[config.mk]
export PLATFORM = sky130hd
export DESIGN_NAME = lic_div_cell
export DESIGN_NICKNAME = d
export VERILOG_FILES = /design/src/design/lic_pkg.sv /design/src/design/lic_div_cell.sv
export SDC_FILE = /design/constraint.sdc
export NUM_CORES = 1
export LEC_CHECK = 0
export BUFFER_PORTS_ARGS = -buffer_cell sky130_fd_sc_hd__buf_2
export CAP_MARGIN = 20
export CELL_PAD_IN_SITES_DETAIL_PLACEMENT = 1
export CELL_PAD_IN_SITES_GLOBAL_PLACEMENT = 2
export CORE_AREA = 2 2 249 251
export DETAILED_ROUTE_END_ITERATION = 8
export DIE_AREA = 0 0 251 253
export GPL_TIMING_DRIVEN = 0
export HOLD_SLACK_MARGIN = 0.15
export PLACE_DENSITY = 0.67
export SKIP_CTS_REPAIR_TIMING = 1
export SYNTH_ARGS = -nofsm -noshare
export SYNTH_HDL_FRONTEND = slang
export SYNTH_SLANG_ARGS = --single-unit
[constraint.sdc]
create_clock -name clk -period 1.5 [get_ports clk]
set_input_delay 0.3 -clock clk [delete_from_list [all_inputs] [get_ports clk]]
set_output_delay 0.3 -clock clk [all_outputs]
set_load 0.01 [all_outputs]
[src/design/lic_pkg.sv]
// Shared widths, result codes and the divider cell record for the line intersection block.
package lic_pkg;

    localparam int COORD_W = 16;
    localparam int DIFF_W  = COORD_W + 1;
    localparam int PROD_W  = 2 * COORD_W + 1;
    localparam int C_W     = 2 * COORD_W + 2;
    localparam int DET_W   = 2 * COORD_W + 3;
    localparam int NUM_W   = 3 * COORD_W + 3;
    localparam int OUT_W   = 32;

    localparam logic [1:0] OUTCOME_HIT      = 2'd0;
    localparam logic [1:0] OUTCOME_PARALLEL = 2'd1;
    localparam logic [1:0] OUTCOME_SAT      = 2'd2;

    typedef struct packed {
        logic             parallel;
        logic             neg_x;
        logic             neg_y;
        logic [DET_W-1:0] den;
        logic [NUM_W-1:0] num_x;
        logic [NUM_W-1:0] num_y;
        logic [DET_W:0]   rem_x;
        logic [DET_W:0]   rem_y;
        logic [NUM_W-1:0] quo_x;
        logic [NUM_W-1:0] quo_y;
    } lic_cell_t;

endpackage

[src/design/lic_div_cell.sv]
// One restoring division cell that resolves one quotient bit for both coordinates.
module lic_div_cell
    import lic_pkg::*;
(
    input  logic      clk,
    input  logic      rst_n,
    input  logic      en,
    input  logic      in_valid,
    input  lic_cell_t in_cell,
    output logic      out_valid,
    output lic_cell_t out_cell
);

    logic      valid_reg;
    lic_cell_t cell_reg, cell_next;
    logic [DET_W:0] trial_x, trial_y, den_ext;
    logic           bit_x, bit_y;

    always_comb
    begin
        den_ext   = {1'b0, in_cell.den};
        trial_x   = {in_cell.rem_x[DET_W-1:0], in_cell.num_x[NUM_W-1]};
        trial_y   = {in_cell.rem_y[DET_W-1:0], in_cell.num_y[NUM_W-1]};
        bit_x     = (trial_x >= den_ext);
        bit_y     = (trial_y >= den_ext);
        cell_next = in_cell;
        cell_next.rem_x = bit_x ? trial_x - den_ext : trial_x;
        cell_next.rem_y = bit_y ? trial_y - den_ext : trial_y;
        cell_next.num_x = {in_cell.num_x[NUM_W-2:0], 1'b0};
        cell_next.num_y = {in_cell.num_y[NUM_W-2:0], 1'b0};
        cell_next.quo_x = {in_cell.quo_x[NUM_W-2:0], bit_x};
        cell_next.quo_y = {in_cell.quo_y[NUM_W-2:0], bit_y};
    end

    always_ff @(posedge clk or negedge rst_n)
    begin
        if (!rst_n)
        begin
            valid_reg <= 1'b0;
        end
        else if (en)
        begin
            valid_reg <= in_valid;
        end
    end

    always_ff @(posedge clk)
    begin
        if (en)
        begin
            cell_reg <= cell_next;
        end
    end

    assign out_valid = valid_reg;
    assign out_cell  = cell_reg;

endmodule

==> reports/metrics.csv, run 1 <==
stage,metric,value,unit
clock_network,path_clk_slew,50,ps
route,route.met2.wl,38.3,mm
route,wirelength,73.9,mm
setup_path,slowest_stage,or4b_4,
synthesis,synth_area,14400,um^2
placement,place.port_buffers,626,
run_status,violations,"hold timing, setup timing",
die,coreArea,61000,um^2
pwr,power_density,1130,nW/um^2
placement,placed_area,18900,um^2
timing,finClkSkew,0,ps
clock_network,cts_tree,done,
timing,fin_hold_ws,-23.5,ps
cells_and_area,syn2layout_area_growth,70.0,%
placement,place.gp.congestion,0.891,
cells_and_area,nets,2449,
die,start_util,23.5,%
run_status,status,finished with violations,
cells_and_area,seq_area,9390,um^2
global_route,grt_pass1_wl,92.9,mm
synthesis,ys_ff_latch,313,
route,drtAntennaViolNets,0,
die,die_w,251,um
setup_path,crit_chain,buf_2 -> inv_2 -> ha_4 -> o21a_1 -> o211ai_1 -> a211oi_2 -> or4b_4 -> a31oi_4 -> nor4b_4 -> or2_1 -> buf_6 -> buf_12 -> mux2_4,
global_route,grt_pass1_vias,12200,
cells_and_area,fillers,6672,
clock_network,numCtsBuffers,43,
clock_network,cts_sinks,313,
route,drc_errors,0,
synthesis,synthArstFlopShare,0.319,%
die,fp.dieH,253,um
synthesis,avgSynthCellArea,13.6,um^2
synthesis,synth_cell_type_count,70,
synthesis,synth_ff_type,edfxtp_1,
route,wl_met1,28.1,mm
pwr,switching_share,28.8,%
setup_path,endpoint_kind,flop,
route,first_iter_violations,682,
cells_and_area,fin_area,24400,um^2
pwr,p_clk_share,36.3,%
setup_path,critPathLaunchType,input pin,
timing,slew_headroom,42.0,%
clock_network,cts_buffer_depth,3,
setup_path,cp_slowest_stage_delay,580,ps
setup_path,setup.worst_path.class,in2reg,
synthesis,synth-edff-count,312,
route,vias,13000,
synthesis,synthTopCellsByArea,"edfxtp_1, ha_1, a21oi_1",
die,ios,633,
global_route,overflow,0,
route,first_pass_iters,5,
flow_run,drv_cap,0,
setup_path,path_max_fanout,6,
pwr,switchingPower,7910,uW
timing,fin_crit_sh,187,%
cells_and_area,fin_util,40.0,%
pwr,leakage,0.0103,uW
route,wl_met3,4.57,mm
global_route,antenna_found_initial,16,
cells_and_area,multi_input_area,5480,um^2
timing,finalHoldViolCount,1,
synthesis,yosys.area.top_type,edfxtp_1,
timing,fmax,357,MHz
clock_network,insertion_delay,550,ps
pwr,pwr-share-comb,23.8,%
timing,fin_ws,-1300,ps
timing,worst_pin_slew,870,ps
timing,period_minus_slack,2800,ps
route,top_layer_used,met5,
setup_path,required,1800,ps
route,vias_per_cell,4.50,
cells_and_area,drive_above_1_share,44.4,%
synthesis,yosysSeqAreaShare,65.4,%
pwr,ir_drop,0.877,mV
setup_path,crit_buf_inv,4,
synthesis,ys_warn_count,0,
pwr,total_power,27500,uW
setup_path,arrival,3100,ps
global_route,grt_max_degree,128,
pwr,pwr-share-seq,39.9,%
clock_network,cts_root_buf,clkbuf_16,
timing,rsz0062_at_grt,true,
timing,report.final.setup_viol,81,
setup_path,critPathTopFamily,simple AND/OR/NAND/NOR gates,
timing,slew_viol_final,0,
synthesis,synth_top_area_share,65.3,%
synthesis,synth_cells,1058,
pwr,internal-power,19500,uW
global_route,grt_usage,20.8,%
placement,pre_cts_ws,-2540,ps
clock_network,htreeDepth,2,
die,die_area,63500,um^2
route,post_drt_wl_per_cell,25.6,um
placement,dp_hpwl,57.2,mm
worst_hold_path,min_path_type,in2reg,
die,num_rows,91,
[power by group through the flow]
stage,clock [uW],combinational [uW],sequential [uW]
2_1_floorplan,0,2140,11500
3_3_place_gp,0,5160,11200
3_5_place_dp,0,5230,11100
4_1_cts,10300,5260,10900
5_1_grt,10600,7010,11000
6_report,9960,6550,10900
[Yosys cell counts (4+ instances only)]
cell,number
xnor2_1,36
and3_1,6
mux2_4,12
a21o_1,27
o2111ai_1,4
o21a_1,15
nor2_1,92
buf_2,5
clkbuf_1,20
inv_1,55
o21bai_1,11
buf_6,6
xor2_1,24
mux2_2,14
a211oi_1,7
a211o_1,4
nor4_1,5
ha_1,70
o21ai_0,41
nand4_1,15
nand2b_1,4
nand2_1,51
a21oi_1,106
nand3_1,14
nor2b_1,15
a31oi_1,13
edfxtp_1,312
nor3_1,7
[kinds of logic after synthesis]
group / count (synthesis) / share of synthesized area (%)
multiplexers: 28 / 2.49
flip-flops: 313 / 65.4
other: 1 / 0.0261
adder cells (fa/ha/maj): 72 / 6.38
XOR/XNOR: 60 / 3.66
buffers and inverters: 88 / 2.71
AND/OR/NAND/NOR: 229 / 7.50
AO/OA/AOI/OAI: 267 / 11.8
[state kept, by name, summed over array words and instances (netlist names)]
name	flops
out_cell	312
out_valid	1
[area by class of cell]
class	count	share of cell area [%]
sequential	313	38.5
timing repair buffer	961	27.1
multi-input combinational	658	22.5
clock buffer	56	4.82
tap	790	4.05
buffer	27	1.18
inverter	55	1.03
clock inverter	20	0.785
antenna	9	0.0923
[per-stage QoR]
step           hold slack (ps)  std cells  TNS (ps)
6_report                 -23.5       2889    -86730
4_1_cts                   -525       2553   -125750
2_1_floorplan             4.41       1059    -91280
3_5_place_dp              78.3       2477   -256910
5_1_grt                  -59.0       2886    -92410
3_3_place_gp              76.1       2475  -1606790
[placed cells by master, fill, tap and decap left out, drive strengths merged, types with 4 or more instances in the layout]
cell / instances
nor2: 92
clkinvlp: 8
o21ai: 46
edfxtp: 312
clkbuf: 73
a21oi: 106
o21bai: 11
nand2: 51
o21a: 15
nand4: 15
nor3: 7
o2111ai: 4
nand2b: 4
a31oi: 14
a211oi: 8
nor2b: 15
and3: 6
nor4: 5
buf: 676
a21o: 27
mux2: 26
nand3: 14
inv: 54
diode: 9
xor2: 24
dlygate4sd3: 295
xnor2: 36
ha: 70
clkinv: 11
a211o: 4
[metal layers]
metal / vias up / global-route usage, %
li1: 6009 / -
met1: 6425 / 22.3
met2: 445 / 37.6
met3: 118 / 7.69
met4: 10 / 6.77
met5: - / 1.24
[final timing paths]
path,slack [ps],end,from,depth (start not counted)
worst max-delay path,-1300,out_cell[156],in_cell[282],13
worst min-delay path,-20,out_cell[287],in_cell[287],1
worst max register to register,740,out_valid,out_valid,1
worst min register to register,540,out_valid,out_valid,1
max in group asynchronous,820,out_valid,rst_n,3
min in group asynchronous,580,out_valid,rst_n,3
Power figures use the tool's default switching activity.
==> run 2, diff against run 1 <==
==> constraint.sdc (replaced) <==
create_clock -name clk -period 1.5 [get_ports clk]
set_input_delay 0.3 -clock clk [delete_from_list [all_inputs] [get_ports clk]]
set_output_delay 0.3 -clock clk [all_outputs]
set_load 0.02 [all_outputs]
==> run 2 against run 1 <==
Compared with the run above: the flow still finishes with violations (hold timing, setup timing); clock-buffer cell count stayed put; fmax hardly changed; design area is 0.27% higher; final cell count hardly changed; critical endpoint unchanged; die area stayed put; sequential power hardly changed; sequential cell count stayed put; first-iteration DRC count is 3.8% lower; largest cell class unchanged; non-clock buffer count stayed put; global-route usage stayed put.
==> reports/metrics.csv, run 2 (synthesis gave the netlist of run 1 again) <==
stage,metric,value,unit,change
setup_path,critPathTopFamily,simple AND/OR/NAND/NOR gates,,
cells_and_area,layout_common_cells,"buf_2, edfxtp_1, dlygate4sd3_1, a21oi_1, nor2_1",,
clock_network,numCtsBuffers,43,,unchanged
run_status,status,finished with violations,,
timing,report.final.setup_viol,83,,+2.5%
flow_run,drv_cap,0,,unchanged
setup_path,slowest_stage,or4b_4,,
global_route,grt_max_degree,128,,unchanged
cells_and_area,final_common_cell,buf_2,,
setup_path,r2r_setup_slack,740,ps,about the same
pwr,total_power,28100,uW,+2.5%
route,vias,13100,,+0.33%
run_status,violations,"hold timing, setup timing",,
die,coreArea,61000,um^2,unchanged
worst_hold_path,min_path_type,in2reg,,
route,first_pass_iters,4,,-1
timing,rsz0062_at_grt,true,,
route,post_drt_wl_per_cell,25.6,um,+0.23%
setup_path,endpoint_kind,flop,,
clock_network,htreeDepth,2,,unchanged
global_route,overflow,0,,unchanged
setup_path,path_max_fanout,6,,unchanged
setup_path,required,1800,ps,about the same
pwr,leakage,0.0103,uW,+0.23%
timing,worst_pin_slew,866,ps,-4.03 ps
cells_and_area,drive_above_1_share,44.4,%,unchanged
global_route,grt_usage,20.8,%,unchanged
worst_hold_path,min_to,out_cell[287],,
setup_path,arrival,3100,ps,about the same
pwr,internal-power,19600,uW,+0.21%
clock_network,cts_root_buf,clkbuf_16,,
pwr,pwr-share-seq,38.9,%,-1.0 points
pwr,pwr-share-comb,25.7,%,+1.9 points
setup_path,setup.worst_path.class,in2reg,,
clock_network,path_clk_slew,60,ps,about the same
clock_network,cts_sinks,313,,unchanged
setup_path,crit_buf_inv,4,,unchanged
global_route,antenna_found_initial,16,,unchanged
die,die_w,251,um,unchanged
setup_path,cp_slowest_stage_delay,580,ps,about the same
worst_hold_path,worstHoldPathCells,1,,unchanged
route,first_iter_violations,656,,-3.8%
timing,fmax,357,MHz,about the same
die,die_area,63500,um^2,unchanged
pwr,power_density,1150,nW/um^2,+2.3%
pwr,switchingPower,8560,uW,+8.2%
route,drc_errors,0,,unchanged
cells_and_area,largest_reg_flops,312,,unchanged
setup_path,reg2reg_to,out_valid,,
cells_and_area,fillers,6673,,+0.015%
placement,place.port_buffers,626,,unchanged
placement,dpl.cell_count,2477,,unchanged
die,ios,633,,unchanged
die,num_rows,91,,unchanged
timing,finClkSkew,0,ps,unchanged
route,drtAntennaViolNets,0,,unchanged
cells_and_area,syn2layout_area_growth,70.4,%,
setup_path,r2r-start,out_valid,,
clock_network,insertion_delay,560,ps,about the same
worst_hold_path,min-delay-start,in_cell[287],,
clock_network,cts_buffer_depth,3,,unchanged
route,vias_per_cell,4.52,,+0.40%
placement,place.gp.congestion,0.891,,unchanged
clock_network,cts_tree,done,,
timing,fin_ws,-1300,ps,+0.200 ps
die,fp.dieH,253,um,unchanged
timing,fin_hold_ws,-22.8,ps,+0.677 ps
pwr,p_clk_share,35.4,%,-0.9 points
timing,slew_viol_final,0,,unchanged
timing,period_minus_slack,2800,ps,-0.200 ps
setup_path,crit_chain,buf_2 -> inv_2 -> ha_4 -> o21a_1 -> o211ai_1 -> a211oi_2 -> or4b_4 -> a31oi_4 -> nor4b_4 -> or2_1 -> buf_6 -> buf_12 -> mux2_4,,
setup_path,reg2reg_depth,1,,unchanged
pwr,switching_share,30.4,%,+1.6 points
placement,pre_cts_ws,-2540,ps,unchanged
route,wirelength,74.0,mm,+0.16%
timing,finalHoldViolCount,1,,unchanged
global_route,grt_pass1_vias,12200,,unchanged
die,start_util,23.5,%,unchanged
timing,fin_crit_sh,187,%,about the same
timing,slew_headroom,42.3,%,+0.27 points
setup_path,critPathLaunchType,input pin,,
pwr,ir_drop,0.881,mV,+0.43%
cells_and_area,nets,2449,,unchanged
placement,dp_hpwl,57.2,mm,unchanged
cells_and_area,final_cells,2887,,-0.069%
global_route,grt_pass1_wl,92.9,mm,unchanged
==> run 2: changes by cell type in the layout (fill, tap and decap cells not counted), sizes merged <==
cell	change
buf	-1
clkbuf	+1
diode	-2
==> run 2: power groups by stage <==
stage          registers (uW)  clock network, uW  logic (uW)
4_1_cts                 10900              10300        5890
3_3_place_gp            11200                  0        5800
3_5_place_dp            11100                  0        5860
5_1_grt                 11000              10600        7680
2_1_floorplan           12200                  0        2140
6_report                11000               9970        7220
==> run 2: layer usage <==
layer	track usage [%]	part of all wire (%)
met5	1.24	0.084
met4	6.77	3.7
met3	7.69	5.9
met2	37.6	52
met1	22.3	38
==> run 2: how the worst max path moves through the flow <==
stage                       from       endpoint  slack (ps)  depth (start not counted)
floorplan           in_cell[275]  out_cell[141]       -1390                         13
global placement              en      out_valid       -4870                          2
detailed placement  in_cell[291]  out_cell[109]       -2540                         13
CTS                 in_cell[291]  out_cell[125]       -1940                         13
global route        in_cell[282]  out_cell[156]       -1370                         13
finish              in_cell[282]  out_cell[156]       -1300                         13
==> run 2: final cells by class <==
cell class,instances,area [um^2],area share [%]
Sequential cell,313,9390,38.4
Inverter,55,250,1.02
Clock buffer,56,1170,4.80
Multi-Input combinational cell,658,5480,22.4
Antenna cell,7,17.5,0.0716
Timing Repair Buffer,961,6680,27.3
Tap cell,790,988,4.04
Clock inverter,20,191,0.783
Buffer,27,288,1.18
==> run 2: stage by stage <==
stage	utilization [%]	cell area [um^2]	setup TNS, ps
floorplan	-	14700	-91280
global placement	30.9	18800	-1606790
detailed placement	31.0	18900	-256910
CTS	33.2	20300	-126090
global route	40.1	24500	-92560
finish	40.1	24500	-86990
